--- src/dstwr_pkg.sv ---
// ----------------------------------------------------------------------------
// dstwr_pkg: shared widths and types of the ranging distance unit
// Timestamp, interval, product and quotient widths, and the word that the
// front part hands to the back part through the queue.
// ----------------------------------------------------------------------------
package dstwr_pkg;

	localparam int STAMP_W    = 40;
	localparam int IV_W       = 32;
	localparam int DLY_W      = 16;
	localparam int PROD_W     = 2 * IV_W;
	localparam int DEN_W      = IV_W + 2;
	localparam int MUL15_SHIFT = 4;
	localparam int MAG15_W    = PROD_W + MUL15_SHIFT;
	localparam int DIST_SHIFT = 5;
	localparam int OUT_W      = 40;
	localparam int QB         = OUT_W + 1;

	typedef struct packed {
		logic [PROD_W-1:0]  mag;
		logic [MAG15_W-1:0] mag15;
		logic [DEN_W-1:0]   den;
		logic               neg;
		logic               pos;
	} work_t;

endpackage

--- src/dstwr_queue.sv ---
// ----------------------------------------------------------------------------
// dstwr_queue: short queue between front and back
// Holds classified words so that either side can stall on its own.
// ----------------------------------------------------------------------------
module dstwr_queue #(
	parameter int DEPTH = 4
) (
	input  logic             clk,
	input  logic             arst_n,
	input  logic             push_valid,
	output logic             push_ready,
	input  dstwr_pkg::work_t push_data,
	output logic             pop_valid,
	input  logic             pop_ready,
	output dstwr_pkg::work_t pop_data
);
	import dstwr_pkg::*;

	localparam int PTR_W = (DEPTH > 1) ? $clog2(DEPTH) : 1;
	localparam int CNT_W = $clog2(DEPTH + 1);

	work_t            mem_q [DEPTH];
	logic [PTR_W-1:0] wr_q, rd_q;
	logic [CNT_W-1:0] cnt_q;
	logic             push, pop;

	assign push_ready = cnt_q != CNT_W'(DEPTH);
	assign pop_valid  = cnt_q != '0;
	assign push       = push_valid && push_ready;
	assign pop        = pop_valid && pop_ready;
	assign pop_data   = mem_q[rd_q];

	always_ff @(posedge clk or negedge arst_n) begin
		if (!arst_n) begin
			wr_q  <= '0;
			rd_q  <= '0;
			cnt_q <= '0;
		end else begin
			if (push) begin
				wr_q <= (wr_q == PTR_W'(DEPTH - 1)) ? '0 : wr_q + PTR_W'(1);
			end
			if (pop) begin
				rd_q <= (rd_q == PTR_W'(DEPTH - 1)) ? '0 : rd_q + PTR_W'(1);
			end
			if (push && !pop) begin
				cnt_q <= cnt_q + CNT_W'(1);
			end else if (pop && !push) begin
				cnt_q <= cnt_q - CNT_W'(1);
			end
		end
	end

	always_ff @(posedge clk) begin
		if (push) begin
			mem_q[wr_q] <= push_data;
		end
	end

`ifndef SYNTH
	a_cnt_bound: assert property (@(posedge clk) disable iff (!arst_n)
		cnt_q <= CNT_W'(DEPTH))
		else $error("queue count beyond depth");
`endif

endmodule

--- config.mk ---
export PLATFORM = sky130hd
export DESIGN_NAME = dstwr_queue
export DESIGN_NICKNAME = d
export VERILOG_FILES = /design/src/dstwr_pkg.sv /design/src/dstwr_queue.sv
export SDC_FILE = /design/constraint.sdc
export NUM_CORES = 1
export LEC_CHECK = 0
export ABC_CLOCK_PERIOD_IN_PS = 2880
export BUFFER_PORTS_ARGS = -buffer_cell sky130_fd_sc_hd__buf_2
export CORE_UTILIZATION = 53
export CTS_BUF_LIST = sky130_fd_sc_hd__clkbuf_4
export DETAILED_ROUTE_END_ITERATION = 10
export PLACE_DENSITY_LB_ADDON = 0.2
export SYNTH_ARGS = -nofsm -noshare
export SYNTH_HDL_FRONTEND = slang
export SYNTH_SLANG_ARGS = --single-unit
--- constraint.sdc ---
create_clock -name clk -period 2.88 [get_ports clk]
set_input_delay 0.288 -clock clk [delete_from_list [all_inputs] [get_ports clk]]
set_output_delay 0.288 -clock clk [all_outputs]
set_load 0.02 [all_outputs]
-- After elaboration in Yosys (flattened, before gate mapping)
Memories as Yosys holds them, arrays and structs flattened.
Index checks and enable logic that the tools add are counted.
- reductions and logical operators: 8
- equal/unequal tests: 3
- muxes and demuxes: 6
- $add $sub $neg: 4
- operators with widths (cell ; count):
    two-way mux 3 bit ; 2
    adder 2 x 1 -> 2 bit, second input constant ; 2
    == test 2 bit, second input constant ; 2
    logical AND 1 bit ; 4
    two-way mux 2 bit ; 2
    adder 3 x 1 -> 3 bit, second input constant ; 1
    != test 3 bit, second input constant ; 1
    nonzero test 3 bit ; 1
    subtractor 3 x 1 -> 3 bit, second input constant ; 1
    logical NOT 1 bit ; 2
    two-way mux 1 bit ; 2
    nonzero test 2 bit ; 1
- memory bits (writable): 672
- output and inout port bits: 170
- logic and storage cells: 25
- register bits after elaboration: 7
- memories kept: 1
- memories (memory ; words ; bits a word ; read ports ; clocked after memory_dff ; wr ports ; line ; text):
    mem_q ; 4 ; 168 ; 1 ; 0 ; 1 ; dstwr_queue.sv:22 ; work_t mem_q [DEPTH];

-- Longest topological paths before layout
Gate-level depths: netlist of run 1.
- depth in word-level cells: 6
- gate-level depth with buffers: 8
- depth with buffers taken out: 8

-- Worst setup path before layout of run 1
Ideal clock, no wire load.
- path type: flip-flop to flip-flop
- start point: reg cnt_q[2]
- end point: mem mem_q[0][0] in the netlist's numbering (enable)
- stages on the path, launching flop included: 3
- data arrival time: 2.749 ns
- setup time: 0.454 ns
- slack: -0.323 ns
- path through: dfrtp_1 or3b_4 and3_2
- word-level cells in the longest chain between the ends: 4
- ends and longest elaborated chain (item ; line ; text):
    start, declared ; dstwr_queue.sv:24 ; logic [CNT_W-1:0] cnt_q;
    start signal, assigned ; dstwr_queue.sv:46 ; cnt_q <= cnt_q + CNT_W'(1);
    start signal, assigned ; dstwr_queue.sv:48 ; cnt_q <= cnt_q - CNT_W'(1);
    != test 3 bit ; dstwr_queue.sv:27 ; assign push_ready = cnt_q != CNT_W'(DEPTH);
    named net push_ready ; dstwr_queue.sv:11 ; output logic push_ready,
    logical AND 1 bit ; dstwr_queue.sv:29 ; assign push = push_valid && push_ready;
    two-way mux 1 bit ; dstwr_queue.sv:54 ; if (push) begin
    two-way mux 1 bit (not written as such) ; dstwr_queue.sv:55 ; mem_q[wr_q] <= push_data;
    end, declared ; dstwr_queue.sv:22 ;
The timed path passes the listed nets, and every way through them passes these cells.

==> results of run 1 <==
==> power breakdown <==
group / switching [W] / internal [W] / total (W)
sequential: 0.000455 / 0.0130 / 0.0135
combinational: 0.00672 / 0.00546 / 0.0122
clock: 0.00362 / 0.00406 / 0.00768
total: 0.0108 / 0.0226 / 0.0333
==> Yosys cell counts (2+ instances only) <==
library cell	n
mux2_4	2
and3_2	4
dfrtp_1	7
nor2_1	3
mux4_2	168
mux2_2	3
ha_1	6
xor2_1	2
buf_6	11
edfxtp_1	672
clkbuf_1	6
inv_1	3
buf_2	20
==> timing repair <==
item                                    in CTS  in global routing
gates resized for setup                     69                 39
pin swaps                                    0                  0
hold endpoints to repair                   758                  0
gates cloned                                 3                  2
setup buffers                               10                  0
hold buffers                               329                  0
endpoints found under the setup margin     168                164
==> worst reg2reg max path, cell delays in order, from the launching register on <==
cell and delay [ns]:
dfrtp_1 0.41, or3_2 0.49, nand2_1 0.14, ha_1 0.20, inv_1 0.06, fa_1 0.37
xor2_1 0.15, nor2_1 0.11, xor2_1 0.15
==> cell usage in the layout (no fill, tap or decap) <==
cell | Yosys | final
dfrtp_4 | 0 | 2
buf_6 | 11 | 43
buf_8 | 0 | 1
xnor2_1 | 1 | 1
clkinvlp_4 | 0 | 5
clkbuf_4 | 0 | 220
or3_2 | 1 | 1
mux2_4 | 2 | 2
dfrtp_1 | 7 | 5
diode_2 | 0 | 6
or3b_4 | 1 | 1
and2_4 | 1 | 1
nor2_1 | 3 | 3
clkinv_2 | 0 | 3
nand2_1 | 1 | 1
mux2_2 | 3 | 3
edfxtp_1 | 672 | 672
inv_1 | 3 | 3
bufinv_16 | 0 | 6
clkbuf_16 | 0 | 2
buf_4 | 1 | 19
xor2_1 | 2 | 2
buf_2 | 20 | 299
buf_12 | 0 | 21
fa_1 | 1 | 1
and3_4 | 0 | 4
mux4_2 | 168 | 168
ha_1 | 6 | 6
dlygate4sd3_1 | 0 | 329
clkinv_4 | 0 | 1
clkinv_1 | 0 | 34
buf_16 | 0 | 8
==> cells by family after synthesis <==
kind of cell,count (synthesis),synth area share (%)
buffers and inverters,41,1.076
multiplexers,173,15.60
flip-flops,679,82.54
XOR/XNOR,3,0.1066
AND/OR/NAND/NOR,11,0.2943
adder cells (fa/ha/maj),7,0.3856
==> final timing paths <==
| kind | endpoint | slack (ns) | cells past startpoint |
|---|---|---|---|
| max in group asynchronous | rd_q[1] | 2.28 | 3 |
| min in group asynchronous | cnt_q[0] | 0.33 | 3 |
| max | pop_data[101] | -0.02 | 4 |
| max reg2reg | cnt_q[2] | 0.72 | 8 |
| min reg2reg | cnt_q[2] | 0.49 | 1 |
| min | mem_q[3][32] | 0.13 | 2 |
==> sequential cells by signal, indices dropped and copies added (netlist names) <==
register  flops
mem_q       672
rd_q          2
wr_q          2
cnt_q         3
==> layout make-up <==
type / instances / area [sq um]
antenna: 6 / 15.01
sequential: 679 / 20360
inverter: 3 / 11.26
clock inverter: 49 / 369.1
fill: 2651 / 12340
tap: 600 / 750.7
timing repair buffer: 722 / 6122
clock buffer: 220 / 1652
multi-input combinational: 194 / 4056
==> metal layers <==
metal | global-route usage, % | part of all wire (%) | vias up
li1 | - | - | 5811
met1 | 28.60 | 38 | 6732
met2 | 38.93 | 51 | 527
met3 | 9.289 | 8.8 | 85
met4 | 9.319 | 2.2 | 2
met5 | 0 | 0.020 | -
==> metrics by stage <==
step	area (sq um)	power [W]	hold WS [ns]	utilization (%)	setup slack [ns]
after detailed placement	27380	0.02428	0.1319	59.94	0.7221
after global routing	33340	0.03484	0.01764	72.99	-0.1749
final	33340	0.03335	0.1283	72.99	-0.02197
after floorplan	24660	0.02069	-0.007591	-	-0.3232
after CTS	33160	0.03320	0.001947	72.59	-0.08845
after global placement	27380	0.02416	0.1310	59.94	0.7191
==> summary.txt, run 1 <==
Pwr
  – PD cells: between 1000 and 1500 nW/um^2
  – Leak: around 12 nW
  – Peak VDD IR: 0.6085 mV

Timing
  – Fin. max-slew vios: 0
  – Final Hold Viols: 0
  – Slew at the pin closest to its max-slew limit: about 0.66 ns
  – Peak Freq: 344.6 MHz
  – Setup TNS: -0.02197 ns
  – Unrepaired setup endpoints after global routing: true
  – Final min period: between 2 and 3 ns
  – Final setup margin: -0.02197 ns
  – Setup violations, final: 1
  – Slew headroom: a little under three fifths
  – Final Skew: 0.02905 ns
  – Period utilisation layout: 100.8%

Final layout
  – Layout cell share with drive strength beyond 1: around 43%
  – Area growth syn-to-layout: 35.19%
  – # nets final: about 2,000
  – Final cell count without fillers: 2,473

Logic synthesis
  – Area contributors post-synth: edfxtp_1 82%, mux4_2 15%, dfrtp_1 0.71%
  – Synthesized flop and latch total: a little under 700
  – Post-synth top flop: edfxtp_1
  – Synth Net Count: 1,093
  – Syn avg cell area: around 27 sq um
  – Dominant cell type by area after synthesis: edfxtp_1
  – Mapped cell area: 24,660 sq um
  – Async set-reset flop share out of synthesis: under 10%
  – Library cells used by synthesis: 20
  – Gate Count Post-Synth: a little over 900
  – Seq/Total Area, Yosys: between 80% and 90%
  – Warning count from the yosys run: 0
  – EDFF count, synth: around 670
  – Area share of the largest cell type after synthesis: about four fifths

Drt
  – Remaining routing DRC violations: 0
  – DR vias: between 10,000 and 15,000
  – WL/cell: ~22 um
  – DRT antenna net count: 0
  – Initial DRC Count: 818
  – DR pass1 iterations: 5
  – Final wirelength: 55,160 um
  – Vias/cell: around 5.3

Floorplanning
  – I/O pins: roughly 340
  – Die area: around 47,000 sq um
  – Initial Utilization: 53.99%
  – Core area: around 46,000 sq um
  – Row count: just under 80
  – Die width: roughly 220 um
  – Die H: about 220 um

Clock network
  – H-tree depth: 4
  – CTS tree: yes
  – Clk Latency, worst-skew pair: between 0.9 and 1 ns
  – CTS sink count: between 600 and 700
  – Clk root buf: clkbuf_4
  – Max clock buf depth: 3
  – CTS buffer count: approximately 160
  – Clock slew at reported path FFs: 0.06 ns

Job
  – Maxcap violations: 0

Hold path
  – Worst min-delay path category: input port to flip-flop
  – HP Start: push_data[32]

GRT
  – Number of global-route vias before repair: ~15,000
  – Antenna violations before repair: 6
  – First-pass GRT wire length: approximately 82,000 um
  – Congestion Overflow GR: 0
  – Tot GR Track Use: around a quarter
  – Largest net degree at the start of global routing: between 80 and 90

Placement
  – Placed Cells incl. Taps: between 1,500 and 2,000
  – DP Wirelength: 28,920 um
  – GP Congestion: 0.7305
  – Port-buffer cells: ~340

Worst setup path
  – CP delay by family, top: multiplexers
  – WP buf/inv: 3
  – CP required: around 2.6 ns
  – Worst r2r src: cnt_q[1]
  – CP startpoint: rd_q[0]
  – Critical path's largest stage delay: approximately 0.60 ns
  – Critical path type: flip-flop to output pin
  – CP Cell Sequence: buf_12 > buf_16 > mux4_2 > buf_2
  – Slowest stage cell, crit path: mux4_2
  – Crit path capture type: output pin
  – Crit path launch type: flip-flop
  – Worst endpoint data arrival time: about 2.6 ns
  – Maximum net fanout on the critical path: 16

Run status
  – Failing checks: setup timing
  – Status: complete, but fails checks
No activity file was read; power rests on OpenSTA's default activity.
==> run 2, diff against run 1 <==
--- a/config.mk
+++ b/config.mk
@@ -10,7 +10,9 @@
 export CORE_UTILIZATION = 53
 export CTS_BUF_LIST = sky130_fd_sc_hd__clkbuf_4
 export DETAILED_ROUTE_END_ITERATION = 10
+export GPL_ROUTABILITY_DRIVEN = 0
 export PLACE_DENSITY_LB_ADDON = 0.2
+export SKIP_LAST_GASP = 1
 export SYNTH_ARGS = -nofsm -noshare
 export SYNTH_HDL_FRONTEND = slang
 export SYNTH_SLANG_ARGS = --single-unit
==> run 2 against run 1 <==
Effect of this change:
- the run now ends clean
- routed wire length decreased by 3.3%
- via count decreased by 0.40%
- first-iteration DRC count decreased by 4.6%
- worst hold slack improved by 0.0053 ns
- core utilization decreased by 0.43 points
- combinational power decreased by 4%
- critical path depth unchanged
- flip-flop and latch count unchanged
- setup slack improved by 0.096 ns
- clock skew increased by 0.024 ns
==> summary.txt, run 2 (synthesis results as in run 1) <==
Final layout
  – # nets final: 1,942 (-0.051%)
  – Biggest register: mem_q
  – Layout cell share with drive strength beyond 1: 43.35% (about the same)
  – Area growth syn-to-layout: 34.39%
  – Util after Layout: 72.56% (-0.43 points)
  – Commonest cells after routing, fill and taps aside: 672 x edfxtp_1, 329 x dlygate4sd3_1, 326 x buf_2
  – Commonest non-fill, non-tap cell in the layout: edfxtp_1
  – Max FFs per register: 672 (unchanged)
  – Biggest regs: mem_q (672), cnt_q (3)

Timing
  – Peak Freq: 356.4 MHz (+3.4%)
  – Final Hold Viols: 0 (unchanged)
  – Final Skew: 0.05330 ns (+0.02425 ns)
  – Setup violations, final: 0 (-1)
  – Slew headroom: 55.73% (-0.27 points)
  – Final min period: 2.806 ns (-0.09603 ns)
  – Unrepaired setup endpoints after global routing: true
  – Period utilisation layout: 97.43% (-3.3 points)
  – Slew at the pin closest to its max-slew limit: 0.6641 ns (+0.004005 ns)
  – Setup TNS: 0 ns (+0.02197 ns)
  – Fin. max-slew vios: 0 (unchanged)

Worst setup path
  – CP startpoint: rd_q[0]
  – R2R depth: 8 (unchanged)
  – Maximum net fanout on the critical path: 16 (unchanged)
  – CP required: 2.59 ns (about the same)
  – Reg2reg setup slack: 0.72 ns (about the same)
  – Crit path launch type: flip-flop
  – Worst endpoint data arrival time: 2.52 ns (-0.09 ns)
  – Worst r2r src: cnt_q[1]
  – Reg2reg end: cnt_q[2]
  – Critical path type: flip-flop to output pin
  – Crit path to: pop_data[77]
  – Crit path capture type: output pin

Run status
  – Status: finished, final reports clean

Clock network
  – CTS tree: yes
  – CTS sink count: 679 (unchanged)
  – Clock slew at reported path FFs: 0.06 ns (about the same)
  – CTS buffer count: 164 (unchanged)
  – Max clock buf depth: 3 (unchanged)
  – H-tree depth: 4 (unchanged)
  – Clk Latency, worst-skew pair: 1.00 ns (+0.02 ns)
  – Clk root buf: clkbuf_4

Drt
  – Vias/cell: 5.301 (-0.35%)
  – DR vias: 13,110 (-0.40%)
  – Final wirelength: 53,360 um (-3.3%)
  – DR pass1 iterations: 5 (unchanged)
  – WL/cell: 21.58 um (-3.2%)
  – DRT antenna net count: 0 (unchanged)
  – Initial DRC Count: 780 (-4.6%)
  – Remaining routing DRC violations: 0 (unchanged)

Placement
  – DP Wirelength: 28,920 um (unchanged)
  – Port-buffer cells: 341 (unchanged)

GRT
  – First-pass GRT wire length: 81,330 um (-1.1%)
  – Number of global-route vias before repair: 14,500 (-0.32%)
  – Largest net degree at the start of global routing: 87 (unchanged)
  – Tot GR Track Use: 23.57% (-0.26 points)
  – Congestion Overflow GR: 0 (unchanged)
  – Antenna violations before repair: 6 (unchanged)

Pwr
  – PD cells: 990.7 nW/um^2 (-0.96%)
  – Final Power: 0.03283 W (-1.5%)
  – Logic pwr share: 35.7% (-0.8 points)
  – Peak VDD IR: 0.6130 mV (+0.75%)
  – Switching share of power: 32.33% (-0.040 points)
  – Leak: 11.75 nW (-0.58%)
  – Int Pwr: 0.02222 W (-1.5%)
  – Clock power share: 23.3% (+0.3 points)
  – Sequential Power Share: 41.0% (+0.6 points)
  – Psw: 0.01061 W (-1.7%)

Hold path
  – Worst min-delay path category: input port to flip-flop
  – HP Start: push_data[122]

Floorplanning
  – I/O pins: 342 (unchanged)
  – Die width: 217.7 um (unchanged)
  – Row count: 78 (unchanged)
  – Die H: 217.7 um (unchanged)
  – Die area: 47,400 sq um (unchanged)
  – Initial Utilization: 53.99% (unchanged)
  – Core area: 45,670 sq um (unchanged)

Job
  – Maxcap violations: 0 (unchanged)
-- run 2: per-stage QoR --
stage / hold slack [ns] / instances / setup slack, ns / area [sq um]
after floorplan: -0.007591 / 914 / -0.3232 / 24660
after global placement: 0.1310 / 1854 / 0.7191 / 27380
after detailed placement: 0.1319 / 1854 / 0.7221 / 27380
after CTS: 0.001947 / 2465 / -0.08845 / 32990
after global routing: 0.01637 / 2471 / -0.08321 / 33140
final: 0.1336 / 2472 / 0.07406 / 33140
-- run 2: metal layers --
layer | GRT usage (%) | wire length (um) | vias to the layer above
met5 | 0 | 11 | -
met4 | 9.061 | 1188 | 2
met3 | 8.522 | 4631 | 85
met2 | 38.56 | 27220 | 514
met1 | 28.80 | 20310 | 6693
li1 | - | - | 5811
-- run 2: timing repair --
action,in CTS,in global routing
buffers inserted,10,0
hold buffers,329,0
gates resized for setup,15,42
endpoints found under the setup margin,168,162
hold endpoints to repair,758,0
pin swaps,0,0
gates cloned,3,1
-- run 2: power by group through the flow --
stage	clock, W	sequential, W	combinational (W)
2_1_floorplan	0	0.0136	0.00705
3_3_place_gp	0	0.0138	0.0104
3_5_place_dp	0	0.0139	0.0104
4_1_cts	0.00780	0.0134	0.0116
5_1_grt	0.00836	0.0136	0.0124
6_report	0.00766	0.0135	0.0117
-- run 2: worst max-delay path, cell delays in order (launching register included) --
cell and delay [ns]:
dfrtp_4 0.44, buf_12 0.20, buf_16 0.21, mux4_2 0.52, buf_2 0.18
-- run 2: cell type report --
class,instances,area (sq um)
timing repair buffer,721,5927
antenna,6,15.01
sequential,679,20360
fill,2663,12530
clock inverter,49,369.1
inverter,3,11.26
clock buffer,220,1652
tap,600,750.7
multi-input combinational,194,4056
-- run 2: how the worst min path moves through the flow --
stage                     to  cells past startpoint
3_5_place_dp        cnt_q[0]                      1
2_1_floorplan       cnt_q[0]                      0
4_1_cts         mem_q[0][97]                      2
5_1_grt         mem_q[3][32]                      2
6_report       mem_q[0][122]                      2
3_3_place_gp        cnt_q[0]                      1
==> run 3, diff against run 2 <==
--- a/config.mk
+++ b/config.mk
@@ -7,6 +7,7 @@
 export LEC_CHECK = 0
 export ABC_CLOCK_PERIOD_IN_PS = 2880
 export BUFFER_PORTS_ARGS = -buffer_cell sky130_fd_sc_hd__buf_2
+export CORE_MARGIN = 2
 export CORE_UTILIZATION = 53
 export CTS_BUF_LIST = sky130_fd_sc_hd__clkbuf_4
 export DETAILED_ROUTE_END_ITERATION = 10
==> run 3 against run 2 <==
Effect of this change:
- sequential power is essentially flat
- combinational power is essentially flat
- fmax shrank 0.46%
- via count grew 2.0%
- clock skew grew 0.014 ns
- setup slack lost 0.013 ns
- critical path type unchanged
- largest power group unchanged
- highest routed layer unchanged
==> summary.txt, run 3 (synthesis results as in run 1) <==
Drt
  – Final wirelength: 56,100 um (+5.1%)
  – DRT antenna net count: 0 (unchanged)
  – Wire length on met3: 4995 um (+7.9%)
  – DR vias: 13,370 (+2.0%)
  – Vias/cell: 5.321 (+0.37%)
  – DR pass1 iterations: 5 (unchanged)
  – Initial DRC Count: 907 (+16%)
  – Met2 routed WL: 28,530 um (+4.8%)
  – WL/cell: 22.33 um (+3.5%)
  – Top Metal Used: met5
  – WL met1: 21,340 um (+5.1%)
  – Remaining routing DRC violations: 0 (unchanged)

Clock network
  – CTS tree: yes
  – H-tree depth: 4 (unchanged)
  – Max clock buf depth: 3 (unchanged)
  – Clock slew at reported path FFs: 0.06 ns (about the same)
  – CTS buffer count: 167 (+1.8%)
  – CTS sink count: 679 (unchanged)
  – Clk Latency, worst-skew pair: 0.98 ns (-0.02 ns)
  – Clk root buf: clkbuf_4

Final layout
  – Fillers: 2,685 (+0.83%)
  – Biggest regs: mem_q (672), cnt_q (3)
  – Multi-input gate area: 4056 sq um (unchanged)
  – Commonest non-fill, non-tap cell in the layout: edfxtp_1
  – Register area: 20,360 sq um (unchanged)
  – Layout cell share with drive strength beyond 1: 44.35% (+1.0 points)
  – Commonest cells after routing, fill and taps aside: 672 x edfxtp_1, 333 x buf_2, 327 x dlygate4sd3_1
  – # nets final: 1,956 (+0.72%)
  – Area growth syn-to-layout: 35.57%
  – Biggest register: mem_q
  – Final cell count without fillers: 2,512 (+1.6%)
  – Max FFs per register: 672 (unchanged)

Pwr
  – Switching share of power: 32.53% (+0.20 points)
  – Int Pwr: 0.02262 W (+1.8%)
  – Leak: 11.93 nW (+1.5%)
  – Final Power: 0.03353 W (+2.1%)
  – Clock power share: 23.9% (+0.6 points)
  – Logic pwr share: 35.9% (+0.2 points)
  – Sequential Power Share: 40.2% (-0.8 points)
  – Psw: 0.01091 W (+2.7%)
  – PD cells: 1003 nW/um^2 (+1.2%)
  – Peak VDD IR: 0.6670 mV (+8.8%)

Placement
  – Placed Cells incl. Taps: 1,867 (+0.70%)
  – DP Wirelength: 30,120 um (+4.2%)
  – Port-buffer cells: 341 (unchanged)

Floorplanning
  – Core area: 46,260 sq um (+1.3%)
  – I/O pins: 342 (unchanged)
  – Die area: 48,270 sq um (+1.8%)
  – Die H: 219.7 um (+0.92%)
  – Die width: 219.7 um (+0.92%)
  – Initial Utilization: 53.31% (-0.68 points)
  – Row count: 79 (+1.3%)

Timing
  – Final min period: 2.819 ns (+0.01292 ns)
  – Slew at the pin closest to its max-slew limit: 0.6375 ns (-0.02654 ns)
  – Final Skew: 0.06729 ns (+0.01399 ns)
  – Slew headroom: 57.50% (+1.8 points)
  – Period utilisation layout: 97.88% (+0.45 points)
  – Unrepaired setup endpoints after global routing: true
  – Setup TNS: 0 ns (unchanged)
  – Peak Freq: 354.8 MHz (-0.46%)
  – Fin. max-slew vios: 0 (unchanged)
  – Setup violations, final: 0 (unchanged)
  – Final Hold Viols: 0 (unchanged)

Worst setup path
  – WP buf/inv: 3 (unchanged)
  – Maximum net fanout on the critical path: 12 (-4)
  – Worst endpoint data arrival time: 2.53 ns (about the same)
  – Critical path's largest stage delay: 0.53 ns (about the same)
  – CP required: 2.59 ns (about the same)
  – Crit path capture type: output pin
  – CP Cell Sequence: buf_16 > buf_16 > mux4_2 > buf_2
  – CP delay by family, top: buffers and inverters
  – Slowest stage cell, crit path: mux4_2
  – Most common cell on crit path: buf_16
  – Critical path type: flip-flop to output pin
  – Crit path launch type: flip-flop

GRT
  – Antenna violations before repair: 8 (+2)
  – Congestion Overflow GR: 0 (unchanged)
  – Number of global-route vias before repair: 14,470 (-0.20%)
  – Largest net degree at the start of global routing: 58 (-33%)
  – Tot GR Track Use: 23.94% (+0.36 points)
  – First-pass GRT wire length: 83,470 um (+2.6%)

Job
  – Maxcap violations: 0 (unchanged)

Run status
  – Status: finished, final reports clean

Hold path
  – Worst min-delay path category: input port to flip-flop
run 3: cell count changes in the layout (fill, tap and decap cells not counted), sizes merged:
| cell | delta |
|---|---|
| buf | +12 |
| clkbuf | +19 |
| clkinv | -2 |
| clkinvlp | -2 |
| diode | +5 |
| dlygate4sd3 | -2 |
| inv | +3 |
run 3: stage by stage:
step | area [sq um] | hold slack, ns | utilization (%) | worst slack (ns)
final | 33430 | 0.1243 | 72.27 | 0.06114
after global routing | 33430 | 0.01105 | 72.27 | -0.1133
after CTS | 33280 | 0.001663 | 71.95 | -0.1019
after detailed placement | 27470 | 0.1538 | 59.38 | 0.7143
after global placement | 27470 | 0.1569 | 59.38 | 0.7481
after floorplan | 24660 | -0.007591 | - | -0.3232
run 3: layer usage:
metal,vias to the layer above,track usage (%)
li1,5860,-
met1,6850,29.39
met2,557,39.19
met3,95,9.068
met4,4,8.591
met5,-,0
run 3: path summary, 6_finish.rpt:
kind,to,startpoint,depth (start not counted),slack (ns)
max,pop_data[14],rd_q[0],4,0.06
min,mem_q[1][57],push_data[57],2,0.12
max reg2reg,cnt_q[2],cnt_q[1],8,0.70
min reg2reg,cnt_q[2],cnt_q[2],1,0.50
max in group asynchronous,rd_q[0],arst_n,3,2.15
min in group asynchronous,cnt_q[0],arst_n,3,0.35
run 3: layout make-up:
class	count	area share (%)
Sequential cell	679	60.91
Timing Repair Buffer	732	18.16
Multi-Input combinational cell	194	12.13
Clock buffer	238	5.344
Tap cell	607	2.272
Clock inverter	48	1.070
Antenna cell	11	0.08234
Inverter	3	0.03368
run 3: what timing repair did:
action	CTS	global route
hold endpoints to repair	753	0
setup endpoints to repair	168	142
hold buffers	327	0
gates cloned	7	2
setup buffers	11	1
pin swaps	0	0
gates resized for setup	22	25
run 3: power by group through the flow:
stage,clock network [W],logic [W],registers [W]
5_1_grt,0.00876,0.0127,0.0136
3_5_place_dp,0,0.0106,0.0138
4_1_cts,0.00817,0.0120,0.0135
6_report,0.00802,0.0120,0.0135
3_3_place_gp,0,0.0106,0.0137
2_1_floorplan,0,0.00705,0.0136
